==> src/rtl/clc_pkg.sv <==
// Shared constants for the classical letter cipher core.
package clc_pkg;

   localparam int KEY_BYTES_DEF = 16;
   localparam int KEY_BYTES_MAX = 16;

   localparam int BYTE_W  = 8;
   localparam int MODE_W  = 2;
   localparam int SHIFT_W = 5;
   localparam int LEN_W   = 5;
   localparam int IDX_W   = 3;
   localparam int DATA_W  = 64;
   localparam int HALF_KEY_BYTES = 8;

   // cipher modes
   localparam logic [MODE_W-1:0] MODE_CAESAR   = 2'd0;
   localparam logic [MODE_W-1:0] MODE_VIGENERE = 2'd1;
   localparam logic [MODE_W-1:0] MODE_XOR      = 2'd2;

   // register indexes on the csr channel
   localparam logic [IDX_W-1:0] REG_MODE      = 3'd0;
   localparam logic [IDX_W-1:0] REG_DIRECTION = 3'd1;
   localparam logic [IDX_W-1:0] REG_SHIFT     = 3'd2;
   localparam logic [IDX_W-1:0] REG_KEY_LEN   = 3'd3;
   localparam logic [IDX_W-1:0] REG_KEY_LOW   = 3'd4;
   localparam logic [IDX_W-1:0] REG_KEY_HIGH  = 3'd5;

   localparam logic [SHIFT_W-1:0] ALPHA_LEN   = 5'd26;
   localparam logic [SHIFT_W-1:0] SHIFT_RESET = 5'd3;
   localparam logic [BYTE_W-1:0]  CHAR_LA     = 8'h61;  // 'a'
   localparam logic [BYTE_W-1:0]  CHAR_LZ     = 8'h7a;  // 'z'
   localparam logic [BYTE_W-1:0]  CHAR_UA     = 8'h41;  // 'A'
   localparam logic [BYTE_W-1:0]  CHAR_UZ     = 8'h5a;  // 'Z'

   // alphabet index of a byte in either case, 0 for non-letters
   function automatic logic [SHIFT_W-1:0] alpha_index(input logic [BYTE_W-1:0] c);
      logic [BYTE_W-1:0] d;
      d = '0;
      if (c >= CHAR_LA && c <= CHAR_LZ) begin
         d = c - CHAR_LA;
      end else if (c >= CHAR_UA && c <= CHAR_UZ) begin
         d = c - CHAR_UA;
      end
      return d[SHIFT_W-1:0];
   endfunction

endpackage

==> src/rtl/clc_if.sv <==
// Channel interfaces: text request, text response, register write.
interface clc_req_if import clc_pkg::*; ();
   logic              valid;
   logic              ready;
   logic [BYTE_W-1:0] in_byte;
   logic              message_start;

   modport source (output valid, output in_byte, output message_start, input ready);
   modport sink   (input valid, input in_byte, input message_start, output ready);
endinterface

interface clc_rsp_if import clc_pkg::*; ();
   logic              valid;
   logic              ready;
   logic [BYTE_W-1:0] out_byte;

   modport source (output valid, output out_byte, input ready);
   modport sink   (input valid, input out_byte, output ready);
endinterface

interface clc_csr_if import clc_pkg::*; ();
   logic              valid;
   logic              ready;
   logic [IDX_W-1:0]  index;
   logic [DATA_W-1:0] data;

   modport source (output valid, output index, output data, input ready);
   modport sink   (input valid, input index, input data, output ready);
endinterface

==> src/rtl/classical_letter_cipher_core.sv <==
// Classical letter cipher: caesar, vigenere, repeating-key xor; one byte per cycle unless stalled.
// Pipeline: a request passes the input register, then the result register, to the response.
// Throughput: one byte per cycle unless the response channel stalls; key position is updated
//   in the same cycle the result register loads, so consecutive bytes chain without bubbles.
// Reset (synchronous, active high): pipeline empty, key position 0, mode caesar, encrypt,
//   shift 3, key length 1, key bytes zero. Register writes are accepted every cycle.
module classical_letter_cipher_core
   import clc_pkg::*;
#(
   parameter int KEY_BYTES = KEY_BYTES_DEF
) (
   input  logic          clock,
   input  logic          reset,
   clc_req_if.sink       req_ch,
   clc_rsp_if.source     rsp_ch,
   clc_csr_if.sink       csr_ch
);

   localparam int POS_W = (KEY_BYTES > 1) ? $clog2(KEY_BYTES) : 1;
   localparam logic [LEN_W-1:0] LEN_MAX = LEN_W'(KEY_BYTES);

   // configuration registers
   logic [MODE_W-1:0]                  mode_ff;
   logic                               dir_ff;
   logic [SHIFT_W-1:0]                 shift_ff;
   logic [LEN_W-1:0]                   key_len_ff;
   logic [KEY_BYTES-1:0][BYTE_W-1:0]   key_ff;

   // pipeline
   logic              s1_valid_ff;
   logic [BYTE_W-1:0] s1_byte_ff;
   logic              s1_start_ff;
   logic              rsp_valid_ff;
   logic [BYTE_W-1:0] rsp_byte_ff;
   logic [BYTE_W-1:0] rsp_byte_in;
   logic [POS_W-1:0]  key_pos_ff;
   logic [POS_W-1:0]  key_pos_in;

   logic s1_adv;
   logic req_fire;
   logic csr_fire;

   // datapath
   logic [LEN_W-1:0]   eff_len;
   logic [POS_W-1:0]   pos_base;
   logic [POS_W-1:0]   pos;
   logic [LEN_W-1:0]   pos_inc;
   logic               is_lower;
   logic               is_upper;
   logic               is_letter;
   logic [BYTE_W-1:0]  base;
   logic [SHIFT_W-1:0] letter_idx;
   logic [BYTE_W-1:0]  key_byte;
   logic [SHIFT_W-1:0] caesar_sh;
   logic [SHIFT_W-1:0] sh;
   logic [SHIFT_W-1:0] add_amt;
   logic [SHIFT_W:0]   sum;
   logic [SHIFT_W:0]   sum_wrap;
   logic [BYTE_W-1:0]  shifted;
   logic               advance;

   assign csr_ch.ready = 1'b1;
   assign csr_fire     = csr_ch.valid;

   assign s1_adv       = s1_valid_ff && (!rsp_valid_ff || rsp_ch.ready);
   assign req_ch.ready = !s1_valid_ff || s1_adv;
   assign req_fire     = req_ch.valid && req_ch.ready;

   assign rsp_ch.valid    = rsp_valid_ff;
   assign rsp_ch.out_byte = rsp_byte_ff;

   always_ff @(posedge clock) begin
      if (reset) begin
         mode_ff    <= MODE_CAESAR;
         dir_ff     <= 1'b0;
         shift_ff   <= SHIFT_RESET;
         key_len_ff <= LEN_W'(1);
         key_ff     <= '0;
      end else if (csr_fire) begin
         unique case (csr_ch.index)
            REG_MODE:      mode_ff    <= csr_ch.data[MODE_W-1:0];
            REG_DIRECTION: dir_ff     <= csr_ch.data[0];
            REG_SHIFT:     shift_ff   <= csr_ch.data[SHIFT_W-1:0];
            REG_KEY_LEN:   key_len_ff <= csr_ch.data[LEN_W-1:0];
            REG_KEY_LOW: begin
               for (int i = 0; i < HALF_KEY_BYTES; i++) begin
                  if (i < KEY_BYTES) begin
                     key_ff[i] <= csr_ch.data[i*BYTE_W +: BYTE_W];
                  end
               end
            end
            REG_KEY_HIGH: begin
               for (int i = 0; i < HALF_KEY_BYTES; i++) begin
                  if (i + HALF_KEY_BYTES < KEY_BYTES) begin
                     key_ff[i + HALF_KEY_BYTES] <= csr_ch.data[i*BYTE_W +: BYTE_W];
                  end
               end
            end
            default: ;
         endcase
      end
   end

   // effective key length: 0 counts as 1, saturate at the key size
   always_comb begin
      priority if (key_len_ff == '0) begin
         eff_len = LEN_W'(1);
      end else if (key_len_ff > LEN_MAX) begin
         eff_len = LEN_MAX;
      end else begin
         eff_len = key_len_ff;
      end
   end

   always_comb begin
      pos_base   = s1_start_ff ? '0 : key_pos_ff;
      pos        = (LEN_W'(pos_base) < eff_len) ? pos_base : '0;
      pos_inc    = LEN_W'(pos) + LEN_W'(1);
      key_byte   = key_ff[pos];

      is_lower   = (s1_byte_ff >= CHAR_LA) && (s1_byte_ff <= CHAR_LZ);
      is_upper   = (s1_byte_ff >= CHAR_UA) && (s1_byte_ff <= CHAR_UZ);
      is_letter  = is_lower || is_upper;
      base       = is_lower ? CHAR_LA : CHAR_UA;
      letter_idx = alpha_index(s1_byte_ff);

      caesar_sh  = (shift_ff >= ALPHA_LEN) ? (shift_ff - ALPHA_LEN) : shift_ff;
      sh         = (mode_ff == MODE_VIGENERE) ? alpha_index(key_byte) : caesar_sh;
      // decrypt adds 26 - shift so one wrap step covers both directions
      add_amt    = dir_ff ? (ALPHA_LEN - sh) : sh;
      sum        = {1'b0, letter_idx} + {1'b0, add_amt};
      sum_wrap   = (sum >= {1'b0, ALPHA_LEN}) ? (sum - {1'b0, ALPHA_LEN}) : sum;
      shifted    = base + BYTE_W'(sum_wrap);

      rsp_byte_in = s1_byte_ff;
      advance     = 1'b0;
      unique case (mode_ff)
         MODE_CAESAR: begin
            if (is_letter) begin
               rsp_byte_in = shifted;
            end
         end
         MODE_VIGENERE: begin
            if (is_letter) begin
               rsp_byte_in = shifted;
               advance     = 1'b1;
            end
         end
         MODE_XOR: begin
            rsp_byte_in = s1_byte_ff ^ key_byte;
            advance     = 1'b1;
         end
         default: ;
      endcase

      if (advance) begin
         key_pos_in = (pos_inc >= eff_len) ? '0 : pos_inc[POS_W-1:0];
      end else begin
         key_pos_in = pos_base;
      end
   end

   always_ff @(posedge clock) begin
      if (reset) begin
         s1_valid_ff  <= 1'b0;
         rsp_valid_ff <= 1'b0;
         key_pos_ff   <= '0;
      end else begin
         if (req_ch.ready) begin
            s1_valid_ff <= req_ch.valid;
         end
         if (s1_adv) begin
            rsp_valid_ff <= 1'b1;
            key_pos_ff   <= key_pos_in;
         end else if (rsp_ch.ready) begin
            rsp_valid_ff <= 1'b0;
         end
      end
   end

   always_ff @(posedge clock) begin
      if (req_fire) begin
         s1_byte_ff  <= req_ch.in_byte;
         s1_start_ff <= req_ch.message_start;
      end
      if (s1_adv) begin
         rsp_byte_ff <= rsp_byte_in;
      end
   end

   // a held stage-one transaction keeps its byte
   a_s1_hold: assert property (@(posedge clock) disable iff (reset)
      s1_valid_ff && !s1_adv |=> s1_valid_ff && $stable(s1_byte_ff))
      else $error("stage one transaction lost or changed while stalled");

   // letter modes pass non-letters through untouched
   a_nonletter_pass: assert property (@(posedge clock) disable iff (reset)
      s1_adv && (mode_ff == MODE_CAESAR || mode_ff == MODE_VIGENERE) && !is_letter
      |=> rsp_byte_ff == $past(s1_byte_ff))
      else $error("non-letter altered in letter mode");

   // caesar mode never moves the key position except on message start
   a_caesar_pos: assert property (@(posedge clock) disable iff (reset)
      s1_adv && mode_ff == MODE_CAESAR && !s1_start_ff |=> $stable(key_pos_ff))
      else $error("key position moved in caesar mode");

   // key position stays inside the key
   a_pos_range: assert property (@(posedge clock) disable iff (reset)
      s1_adv |=> LEN_W'(key_pos_ff) < LEN_MAX)
      else $error("key position out of range");

endmodule

==> src/flat_wrapper.sv <==
// flat-port wrapper written by rule: the top's interface ports become plain ports
module classical_letter_cipher_core_flat import clc_pkg::*;
#(
   parameter int KEY_BYTES = KEY_BYTES_DEF
)
  (clock, reset, req_ch_valid, req_ch_in_byte, req_ch_message_start, req_ch_ready, rsp_ch_valid, rsp_ch_out_byte, rsp_ch_ready, csr_ch_valid, csr_ch_index, csr_ch_data, csr_ch_ready);
  clc_req_if req_ch_i ();
  clc_rsp_if rsp_ch_i ();
  clc_csr_if csr_ch_i ();
  input  logic clock;
  input  logic reset;
  input wire logic [$bits(req_ch_i.valid)-1:0] req_ch_valid;
  input wire logic [$bits(req_ch_i.in_byte)-1:0] req_ch_in_byte;
  input wire logic [$bits(req_ch_i.message_start)-1:0] req_ch_message_start;
  output wire logic [$bits(req_ch_i.ready)-1:0] req_ch_ready;
  output wire logic [$bits(rsp_ch_i.valid)-1:0] rsp_ch_valid;
  output wire logic [$bits(rsp_ch_i.out_byte)-1:0] rsp_ch_out_byte;
  input wire logic [$bits(rsp_ch_i.ready)-1:0] rsp_ch_ready;
  input wire logic [$bits(csr_ch_i.valid)-1:0] csr_ch_valid;
  input wire logic [$bits(csr_ch_i.index)-1:0] csr_ch_index;
  input wire logic [$bits(csr_ch_i.data)-1:0] csr_ch_data;
  output wire logic [$bits(csr_ch_i.ready)-1:0] csr_ch_ready;
  assign req_ch_i.valid = req_ch_valid;
  assign req_ch_i.in_byte = req_ch_in_byte;
  assign req_ch_i.message_start = req_ch_message_start;
  assign req_ch_ready = req_ch_i.ready;
  assign rsp_ch_valid = rsp_ch_i.valid;
  assign rsp_ch_out_byte = rsp_ch_i.out_byte;
  assign rsp_ch_i.ready = rsp_ch_ready;
  assign csr_ch_i.valid = csr_ch_valid;
  assign csr_ch_i.index = csr_ch_index;
  assign csr_ch_i.data = csr_ch_data;
  assign csr_ch_ready = csr_ch_i.ready;
  classical_letter_cipher_core #(.KEY_BYTES(KEY_BYTES)) u_core (.clock(clock), .reset(reset), .req_ch(req_ch_i), .rsp_ch(rsp_ch_i), .csr_ch(csr_ch_i));
endmodule
==> config.mk <==
export PLATFORM = sky130hd
export DESIGN_NAME = classical_letter_cipher_core_flat
export DESIGN_NICKNAME = d
export VERILOG_FILES = /design/src/rtl/clc_pkg.sv /design/src/rtl/clc_if.sv /design/src/rtl/classical_letter_cipher_core.sv /design/src/flat_wrapper.sv
export SDC_FILE = /design/constraint.sdc
export NUM_CORES = 1
export LEC_CHECK = 0
export CAP_MARGIN = 20
export CORE_MARGIN = 4
export CORE_UTILIZATION = 60
export DETAILED_ROUTE_END_ITERATION = 10
export DONT_BUFFER_PORTS = 1
export GPL_TIMING_DRIVEN = 0
export PLACE_DENSITY = 0.72
export SLEW_MARGIN = 20
export SYNTH_ARGS = -nofsm -noshare
export SYNTH_HDL_FRONTEND = slang
export SYNTH_SLANG_ARGS = --single-unit
==> constraint.sdc <==
create_clock -name clock -period 8.8 [get_ports clock]
set_input_delay 1.32 -clock clock [delete_from_list [all_inputs] [get_ports clock]]
set_output_delay 1.32 -clock clock [all_outputs]
set_load 0.01 [all_outputs]
; ---- Word level (Yosys, flattened, before mapping)
; Cells that the tools add are included.
[classes]
n_reduce_logical = 22
bitwise = 1
muxes = 23
addsub = 10
eq_ne = 7
n_lt_le_gt_ge = 14
[op_table]
columns = cell, n
row1 = two-way mux 5 bit, 9
row2 = binary-select mux 8 bit (select 4 bit), 1
row3 = "greater-or-equal comparator 8 x 7 -> 1 bit, second input constant", 4
row4 = "<= comparator 8 x 7 -> 1 bit, second input constant", 4
row5 = "subtractor 5 x 1 -> 5 bit, second input constant", 4
row6 = two-way mux 4 bit, 4
row7 = two-way mux 8 bit, 2
row8 = case mux 8 bit (2 select lines), 1
row9 = two-way mux 6 bit, 2
row10 = AND reduction 2 bit, 6
row11 = adder 8 x 6 -> 8 bit, 1
row12 = bitwise XOR 8 bit, 1
row13 = adder 5 x 5 -> 6 bit, 1
row14 = "== test 3 x 2 -> 1 bit, second input constant", 2
row15 = "== test 3 bit, second input constant", 2
row16 = "greater-or-equal comparator 6 x 5 -> 1 bit, second input constant", 1
row17 = logical AND 1 bit, 6
row18 = "subtractor 6 x 5 -> 6 bit, second input constant", 1
row19 = "adder 4 x 1 -> 5 bit, second input constant", 1
row20 = greater-or-equal comparator 5 bit, 1
row21 = "greater-or-equal comparator 5 bit, second input constant", 1
row22 = "greater-than comparator 5 bit, second input constant", 1
row23 = zero test 5 bit, 1
row24 = less-than comparator 4 x 5 -> 1 bit, 1
row25 = other kinds (14), 19
[word_totals]
output_inout_bits = 11
ff_bits = 164
input_bits = 81

; ---- Longest topological paths before layout
; Gate-level depths: netlist of the first run.
[logic_depth]
word_depth = 20
depth_mapped = 36
mapped_depth_nobuf = 33

; ---- Worst setup path after synthesis of the first run
; Ideal clock, no wire load.
[synth_timing]
path_kind = register -> register
from = register u_core.s1_start_ff
to = register u_core.rsp_byte_ff[5], in the netlist u_core.rsp_ch.out_byte[5], data pin
setup_slack_ps = 1986
period_less_slack_ps = 6814
setup_ps = 262
arrival_time_ps = 6552
stages_incl_launch_ff = 32
cell_sequence = edfxtp_1 nand2b_1 inv_2 ha_1 a211oi_2 o21ai_0 a21oi_1 buf_4 mux2i_1 a32oi_1 mux2i_1 inv_1 ha_1 o21a_1 a2111oi_4 or2_2 o21ai_0 ha_1 nand2_1 o21a_1 ha_1 a21o_1 a21oi_1 o21bai_1 a21oi_1 nand2_1 or3_1 a21boi_0 nand3_1 xnor2_1 o21ai_0 nand3_1
[synth_between]
elab_chain_cells = 18
word_cells_on_any_way = 26
cone_classes = add/sub (6) / order compare (6) / mux (11) / bitwise (1) / reduce/logical (2)
[synth_lines]
columns = element, line
row1 = "start, declared", classical_letter_cipher_core.sv:32  ; logic s1_start_ff;
row2 = "start signal, assigned", classical_letter_cipher_core.sv:184  ; s1_start_ff <= req_ch.message_start;
row3 = two-way mux 4 bit (*), classical_letter_cipher_core.sv:116  ; pos_base = s1_start_ff ? '0 : key_pos_ff;
row4 = less-than comparator 4 x 5 -> 1 bit, classical_letter_cipher_core.sv:117  ; pos = (LEN_W'(pos_base) < eff_len) ? pos_base : '0;
row5 = two-way mux 4 bit (*), classical_letter_cipher_core.sv:117
row6 = binary-select mux 8 bit (select 4 bit) (*), classical_letter_cipher_core.sv:119  ; key_byte = key_ff[pos];
row7 = two-way mux 8 bit (not written as such) (*), classical_letter_cipher_core.sv:119
row8 = greater-or-equal comparator 8 x 7 -> 1 bit or <= comparator 8 x 7 -> 1 bit (tied branches), clc_pkg.sv:41  ; end else if (c >= CHAR_UA && c <= CHAR_UZ) begin
row9 = logical AND 1 bit, clc_pkg.sv:41
row10 = two-way mux 5 bit, clc_pkg.sv:41
row11 = [... 3 more ...], n/a
row12 = two-way mux 5 bit, classical_letter_cipher_core.sv:130  ; add_amt = dir_ff ? (ALPHA_LEN - sh) : sh;
row13 = adder 5 x 5 -> 6 bit, classical_letter_cipher_core.sv:131  ; sum = {1'b0, letter_idx} + {1'b0, add_amt};
row14 = subtractor 6 x 5 -> 6 bit or greater-or-equal comparator 6 x 5 -> 1 bit (tied branches), classical_letter_cipher_core.sv:132  ; sum_wrap = (sum >= {1'b0, ALPHA_LEN}) ? (sum - {1'b0, ALPHA_LEN}) : sum;
row15 = two-way mux 6 bit, classical_letter_cipher_core.sv:132
row16 = adder 8 x 6 -> 8 bit, classical_letter_cipher_core.sv:133  ; shifted = base + BYTE_W'(sum_wrap);
row17 = two-way mux 8 bit, "classical_letter_cipher_core.sv:139, classical_letter_cipher_core.sv:144"
row18 = case mux 8 bit (2 select lines) (*), classical_letter_cipher_core.sv:137  ; unique case (mode_ff)
row19 = named net u_core.rsp_byte_in[5], classical_letter_cipher_core.sv:35  ; logic [BYTE_W-1:0] rsp_byte_in;
row20 = "end signal, assigned", classical_letter_cipher_core.sv:187  ; rsp_byte_ff <= rsp_byte_in;
row21 = "end, declared", classical_letter_cipher_core.sv:34  ; logic [BYTE_W-1:0] rsp_byte_ff;
; The timed path passes the listed nets; every way through them passes the cells marked *. The select of a mux whose other input is x is not followed.
; A chain may end at the register's enable or synchronous reset.

; ---- Worst setup path in the final report of the first run
[layout_timing]
from = register u_core.s1_start_ff
to = register u_core.rsp_byte_ff[6], in the netlist u_core.rsp_ch.out_byte[6], data pin
; Same word-level chain as after synthesis.

==> flow_metrics.env, run 1 <==
export IMPL_gp_congestion=1.00
export IMPL_rsz0062_at_grt="no"
export IMPL_nFillCells=1297
export IMPL_timing_rr_end="u_core.rsp_ch.out_byte[6]"
export IMPL_syn_area_sq_mm=0.00884
export IMPL_whs_ns=0.456
export IMPL_power_density_mw_per_mm2=179
export IMPL_ios=92
export IMPL_r2r_start="u_core.s1_start_ff"
export IMPL_drt_iter0_drc=832
export IMPL_setup_violations=0
export IMPL_grt_ovfl_total=0
export IMPL_path_delay_family="compound AO/OA/AOI/OAI gates"
export IMPL_postPlaceCellArea_sq_mm=0.00907
export IMPL_hold_viol=0
export IMPL_crit_type="reg -> reg"
export IMPL_synth_most_common_cell="nand2_1"
export IMPL_synth_cell_types=89
export IMPL_ys_flop_type="dfxtp_1"
export IMPL_worst_slew_margin_rel_pct=21.3
export IMPL_async_reset_ff_share_pct=0
export IMPL_grt_pass1_wl_mm=43.7
export IMPL_clock_skew_ns=0.0143
export IMPL_numCtsBuffers=17
export IMPL_cts_root_buf="clkbuf_16"
export IMPL_tns_ns=0
export IMPL_slew_viol_final=0
export IMPL_drc=0
export IMPL_clk_latency_ns=0.43
export IMPL_critPathLaunchType="flop"
export IMPL_ir_drop_mv=0.193
export IMPL_antenna_found_initial=2
export IMPL_rrSetupSlack_ns=0.44
export IMPL_seq_area_frac_synth_pct=39.1
export IMPL_min_period_over_period_pct=95.0
export IMPL_clk_path_buf_depth=2
export IMPL_yosys_area_top_type_share_pct=33.3
export IMPL_cp_end_kind="flop"
export IMPL_num_vias=8411
export IMPL_dpl_hpwl_mm=21.4
export IMPL_required_ns=9.04
export IMPL_postRouteAntennaNets=0
export IMPL_clkTransAtPathRegs_ns=0.07
export IMPL_dp_cells=1315
export IMPL_die_y_um=129
export IMPL_crit_path_top_delay_cell="edfxtp_1"
export IMPL_start_util_pct=61.1
export IMPL_cp_max_fo=11
export IMPL_fin_area_sq_mm=0.00967
export IMPL_fin_cells=1347
export IMPL_h_tree_depth=4
export IMPL_syn_num_nets=1242
export IMPL_dieWidth_um=129
export IMPL_hold_path_class="reg -> reg"
export IMPL_grt_max_degree=17
export IMPL_num_antenna_cells=0
export IMPL_syn2layout_area_growth_pct=9.41
export IMPL_cp_arrival_ns=8.60
export IMPL_port_buffers=0
export IMPL_grt_pass1_vias=7675
export IMPL_timing_fmax_ghz=0.120
export IMPL_synth_common_cells="303 x nand2_1, 169 x a21oi_1, 147 x dfxtp_1"
export IMPL_clock_sinks=164
export IMPL_yosys_area_top_type="dfxtp_1"
export IMPL_critical_path_cell_count=33
export IMPL_cp_common_cell="ha_1"
export IMPL_crit_end="u_core.rsp_ch.out_byte[6]"
export IMPL_cp_startpoint="u_core.s1_start_ff"
export IMPL_rows=44
export IMPL_nNetsFinal=1261
export IMPL_worst_slew_pin_slew_ns=1.18
export IMPL_layout_drive_gt1_share_pct=7.48
export IMPL_worstPathBufferInverterCount=4
export IMPL_min_delay_start="u_core.key_ff[5]"
export IMPL_slowest_delay_ns=0.53
export IMPL_syn_instance_count=1131
export IMPL_tritoncts="yes"
export IMPL_synth_edf_count=17
export IMPL_first_pass_iters=6
export IMPL_grtUsageTotal_pct=34.2
export IMPL_r2r_cells=33
export IMPL_ys_top_cells_by_area="dfxtp_1 33%, nand2_1 13%, a21oi_1 9.6%"
export IMPL_avgSynthCellArea_sq_um=7.82
export IMPL_status="completed"
export IMPL_routed_via_density=6.24
export IMPL_leakage_nw=3.39
export IMPL_yosysWarnings=0
export IMPL_wl_per_cell_um=21.2
export IMPL_fin_crit_ns=8.36
export IMPL_drt_total_wl_mm=28.5
export IMPL_postCtsHoldBufs=0
export IMPL_synth_seq_cells=164
export IMPL_maxCapViolations=0
export IMPL_die_area_sq_mm=0.0167
export IMPL_core_area_sq_mm=0.0145
[flip-flops by register name, summed over array words and instances, names as in the netlist]
| name | cells |
|---|---|
| u_core.s1_start_ff | 1 |
| u_core.rsp_ch.out_byte | 8 |
| u_core.key_ff | 128 |
| u_core.mode_ff | 2 |
| u_core.rsp_ch.valid | 1 |
| u_core.key_pos_ff | 4 |
| u_core.s1_valid_ff | 1 |
| u_core.s1_byte_ff | 8 |
| u_core.dir_ff | 1 |
| u_core.shift_ff | 5 |
| u_core.key_len_ff | 5 |
[repair_timing]
item | 4_1_cts | 5_1_grt
endpoints found under the setup margin | 0 | 5
buffers inserted | 0 | 0
resized for setup | 0 | 3
[stage by stage]
step	power [mW]	utilization, %	setup WS, ns
4_1_cts	1.73	66.7	0.323
6_report	1.73	66.8	0.439
2_1_floorplan	0.940	-	1.99
3_5_place_dp	0.990	62.6	0.381
3_3_place_gp	0.987	62.6	0.365
5_1_grt	1.78	66.8	0.0335
[tightest hold or removal path: cells and delay by family, from the launching register on]
| kind | cells | cell delay [ns] |
|---|---|---|
| compound gates | 1 | 0.05 |
| flops | 1 | 0.31 |
| simple gates | 1 | 0.05 |
[final cells by class]
class / instances / area [sq um] / share of cell area (%)
clock buffer: 21 / 480 / 4.97
inverter: 32 / 120 / 1.24
buffer: 69 / 309 / 3.20
clock inverter: 11 / 114 / 1.18
sequential: 164 / 3450 / 35.7
multi-input combinational: 866 / 4960 / 51.3
tap: 184 / 230 / 2.38
[layer usage]
layer  vias to the layer above  wire length (um)  GRT usage, %
li1                       3991                 -             -
met1                      3963             12500          48.6
met2                       388             12100          50.2
met3                        65              3100          9.85
met4                         4               769          10.8
met5                         -                34             0
[cells in the final DEF, fill, tap and decap left out, types with 4 or more instances in the layout]
cell type,count
o21a_1,6
and3_1,5
buf_6,4
nor2b_1,8
o221ai_1,12
clkbuf_16,17
a211o_1,8
inv_1,28
o22a_1,5
clkbuf_1,50
ha_1,29
inv_2,4
nor2_1,65
o21ai_0,29
a31oi_1,5
mux2_2,4
or3_1,6
xnor2_1,15
clkbuf_8,4
buf_2,9
edfxtp_1,17
a221oi_1,7
inv_6,4
o22ai_1,12
a32oi_1,4
mux2i_1,21
a211oi_1,8
a21o_1,6
o211ai_1,5
a21oi_1,168
xor2_1,5
nand3_1,12
nor3_1,27
dfxtp_1,147
nand2b_1,9
nand2_1,303
[how the worst min path moves through the flow]
stage,depth (start not counted),to,slack (ns)
2_1_floorplan,2,u_core.key_ff[61],0.43
3_3_place_gp,2,u_core.key_ff[5],0.44
3_5_place_dp,2,u_core.key_ff[65],0.45
4_1_cts,2,u_core.key_ff[96],0.46
5_1_grt,2,u_core.key_ff[88],0.47
6_report,2,u_core.key_ff[5],0.46
[logic make-up after synthesis]
| kind of cell | count (synthesis) | synth area share, % |
|---|---|---|
| buffers and inverters | 101 | 4.85 |
| xor gates and xnor gates | 20 | 1.98 |
| adders and majority gates | 30 | 4.33 |
| muxes | 26 | 3.00 |
| AOI/OAI and AO/OA | 322 | 23.6 |
| and+or+nand+nor | 467 | 23.1 |
| DFF | 164 | 39.1 |
| other | 1 | 0.0424 |
[report_power, final]
part	switching, mW	leakage [nW]	internal, mW	total (mW)
combinational	0.121	1.75	0.0650	0.186
sequential	0.0177	1.35	0.776	0.794
clock	0.327	0.289	0.426	0.753
Note: power is estimated with default switching activity, not from simulation.
==> run 2: changes to the inputs <==
MAX_ROUTING_LAYER = met4   (was unset)
==> run 2 against run 1 <==
  * Sequential share of layout area about the same
  * Register-to-register slack got worse by 0.02 ns
  * Cell area about the same
  * Die area unchanged
  * Clock-buffer cell count increased by 2
  * Maximum frequency decreased by 0.19%
  * Via count increased by 0.26%
  * Sequential power about the same
  * Global-route usage increased by 1.7 points
  * Setup slack got worse by 0.016 ns
  * Flip-flop and latch count unchanged
  * Routed wire length increased by 0.73%
  * Critical path type unchanged
==> flow_metrics.env, run 2 (synthesis results as in run 1) <==
export IMPL_critPathLaunchType="flop"
export IMPL_p_int_mw=1.27
export IMPL_core_area_sq_mm=0.0145
export IMPL_rows=44
export IMPL_clk_latency_ns=0.43
export IMPL_switching_share_pct=26.4
export IMPL_cp_end_kind="flop"
export IMPL_worst_slew_margin_rel_pct=30.6
export IMPL_slowest_delay_ns=0.55
export IMPL_routed_via_density=6.26
export IMPL_dpl_hpwl_mm=21.5
export IMPL_grt_pass1_wl_mm=44.5
export IMPL_first_pass_iters=6
export IMPL_drc=0
export IMPL_layout_drive_gt1_share_pct=7.31
export IMPL_clkTransAtPathRegs_ns=0.07
export IMPL_postRouteAntennaNets=0
export IMPL_syn2layout_area_growth_pct=9.31
export IMPL_regMostFlops="u_core.key_ff"
export IMPL_die_area_sq_mm=0.0167
export IMPL_hold_viol=0
export IMPL_cp_common_cell="ha_1"
export IMPL_setup_violations=0
export IMPL_status="completed"
export IMPL_final_cell_mix="303 x nand2_1, 168 x a21oi_1, 147 x dfxtp_1"
export IMPL_num_vias=8433
export IMPL_p_seq_share_pct=46.2
export IMPL_antenna_found_initial=0
export IMPL_crit_type="reg -> reg"
export IMPL_num_antenna_cells=0
export IMPL_grt_pass1_vias=7812
export IMPL_cts_root_buf="clkbuf_16"
export IMPL_leakage_nw=3.38
export IMPL_clk_path_buf_depth=2
export IMPL_gp_congestion=1.02
export IMPL_cp_arrival_ns=8.62
export IMPL_slew_viol_final=0
export IMPL_cp_max_fo=10
export IMPL_power_switching_mw=0.454
export IMPL_postPlaceCellArea_sq_mm=0.00907
export IMPL_clock_sinks=164
export IMPL_required_ns=9.04
export IMPL_power_frac_comb_pct=10.8
export IMPL_clockPowerShare_pct=43.0
export IMPL_h_tree_depth=4
export IMPL_min_period_over_period_pct=95.2
export IMPL_drt_iter0_drc=1100
export IMPL_grtUsageTotal_pct=35.8
export IMPL_power_density_mw_per_mm2=178
export IMPL_grt_max_degree=17
export IMPL_die_y_um=129
export IMPL_maxCapViolations=0
export IMPL_tritoncts="yes"
export IMPL_fin_crit_ns=8.38
export IMPL_timing_fmax_ghz=0.119
export IMPL_port_buffers=0
export IMPL_ir_drop_mv=0.146
export IMPL_wl_per_cell_um=21.3
export IMPL_clock_skew_ns=0.0116
export IMPL_postCtsSetupBuffers=0
export IMPL_numCtsBuffers=17
export IMPL_final_common_cell="nand2_1"
export IMPL_dieWidth_um=129
export IMPL_nNetsFinal=1261
export IMPL_crit_path_top_delay_cell="edfxtp_1"
export IMPL_drt_total_wl_mm=28.7
export IMPL_rsz0062_at_grt="no"
export IMPL_grt_ovfl_total=0
export IMPL_hold_path_class="reg -> reg"
export IMPL_start_util_pct=61.1
export IMPL_worst_slew_pin_slew_ns=1.04
export IMPL_ios=92
export IMPL_tns_ns=0
export IMPL_fin_area_sq_mm=0.00966
export IMPL_largest_reg_flops=128
## run 2: metal layers
metal | GRT usage, % | routed length (um)
met2 | 51.1 | 12300
met5 | - | 0
met4 | 10.4 | 702
met3 | 9.65 | 3040
met1 | 49.9 | 12700
## run 2: worst max-delay path: cells and delay by family (launching register included)
family          cells  cell delay (ns)
flops               1             0.55
compound gates     15             3.51
mux                 3             0.74
simple gates        5             1.21
buf+inv             3             0.69
xor+xnor            1             0.17
fa+ha+maj           4             1.28
## run 2: area by class of cell
type	count	area [sq um]
Sequential cell	164	3450
Multi-Input combinational cell	866	4970
Tap cell	184	230
Clock inverter	9	93.8
Inverter	32	120
Fill cell	1311	4820
Buffer	69	309
Clock buffer	23	489
## run 2: final timing paths
path | startpoint | endpoint | slack (ns) | cells after the start
max | u_core.s1_start_ff | u_core.rsp_ch.out_byte[3] | 0.42 | 31
max reg2reg | u_core.s1_start_ff | u_core.rsp_ch.out_byte[3] | 0.42 | 31
min | u_core.key_ff[69] | u_core.key_ff[69] | 0.46 | 2
min reg2reg | u_core.key_ff[69] | u_core.key_ff[69] | 0.46 | 2
## run 2: what timing repair did
item	CTS	global route
gates resized for setup	0	3
setup endpoints to repair	0	6
hold buffers	0	0
## run 2: power groups by stage
stage	registers, mW	clock network, mW	logic [mW]
after floorplan	0.803	0	0.137
after global placement	0.810	0	0.178
after detailed placement	0.810	0	0.179
after CTS	0.794	0.743	0.180
after global routing	0.796	0.779	0.203
final	0.794	0.739	0.186
## run 2: stage by stage
step	power [mW]	hold slack, ns	cells	util [%]	worst slack, ns
after floorplan	0.940	0.431	1131	-	1.99
after global routing	1.78	0.468	1347	66.7	0.0574
after global placement	0.988	0.441	1315	62.6	0.298
after detailed placement	0.989	0.444	1315	62.6	0.260
final	1.72	0.456	1347	66.7	0.423
after CTS	1.72	0.455	1347	66.7	0.206
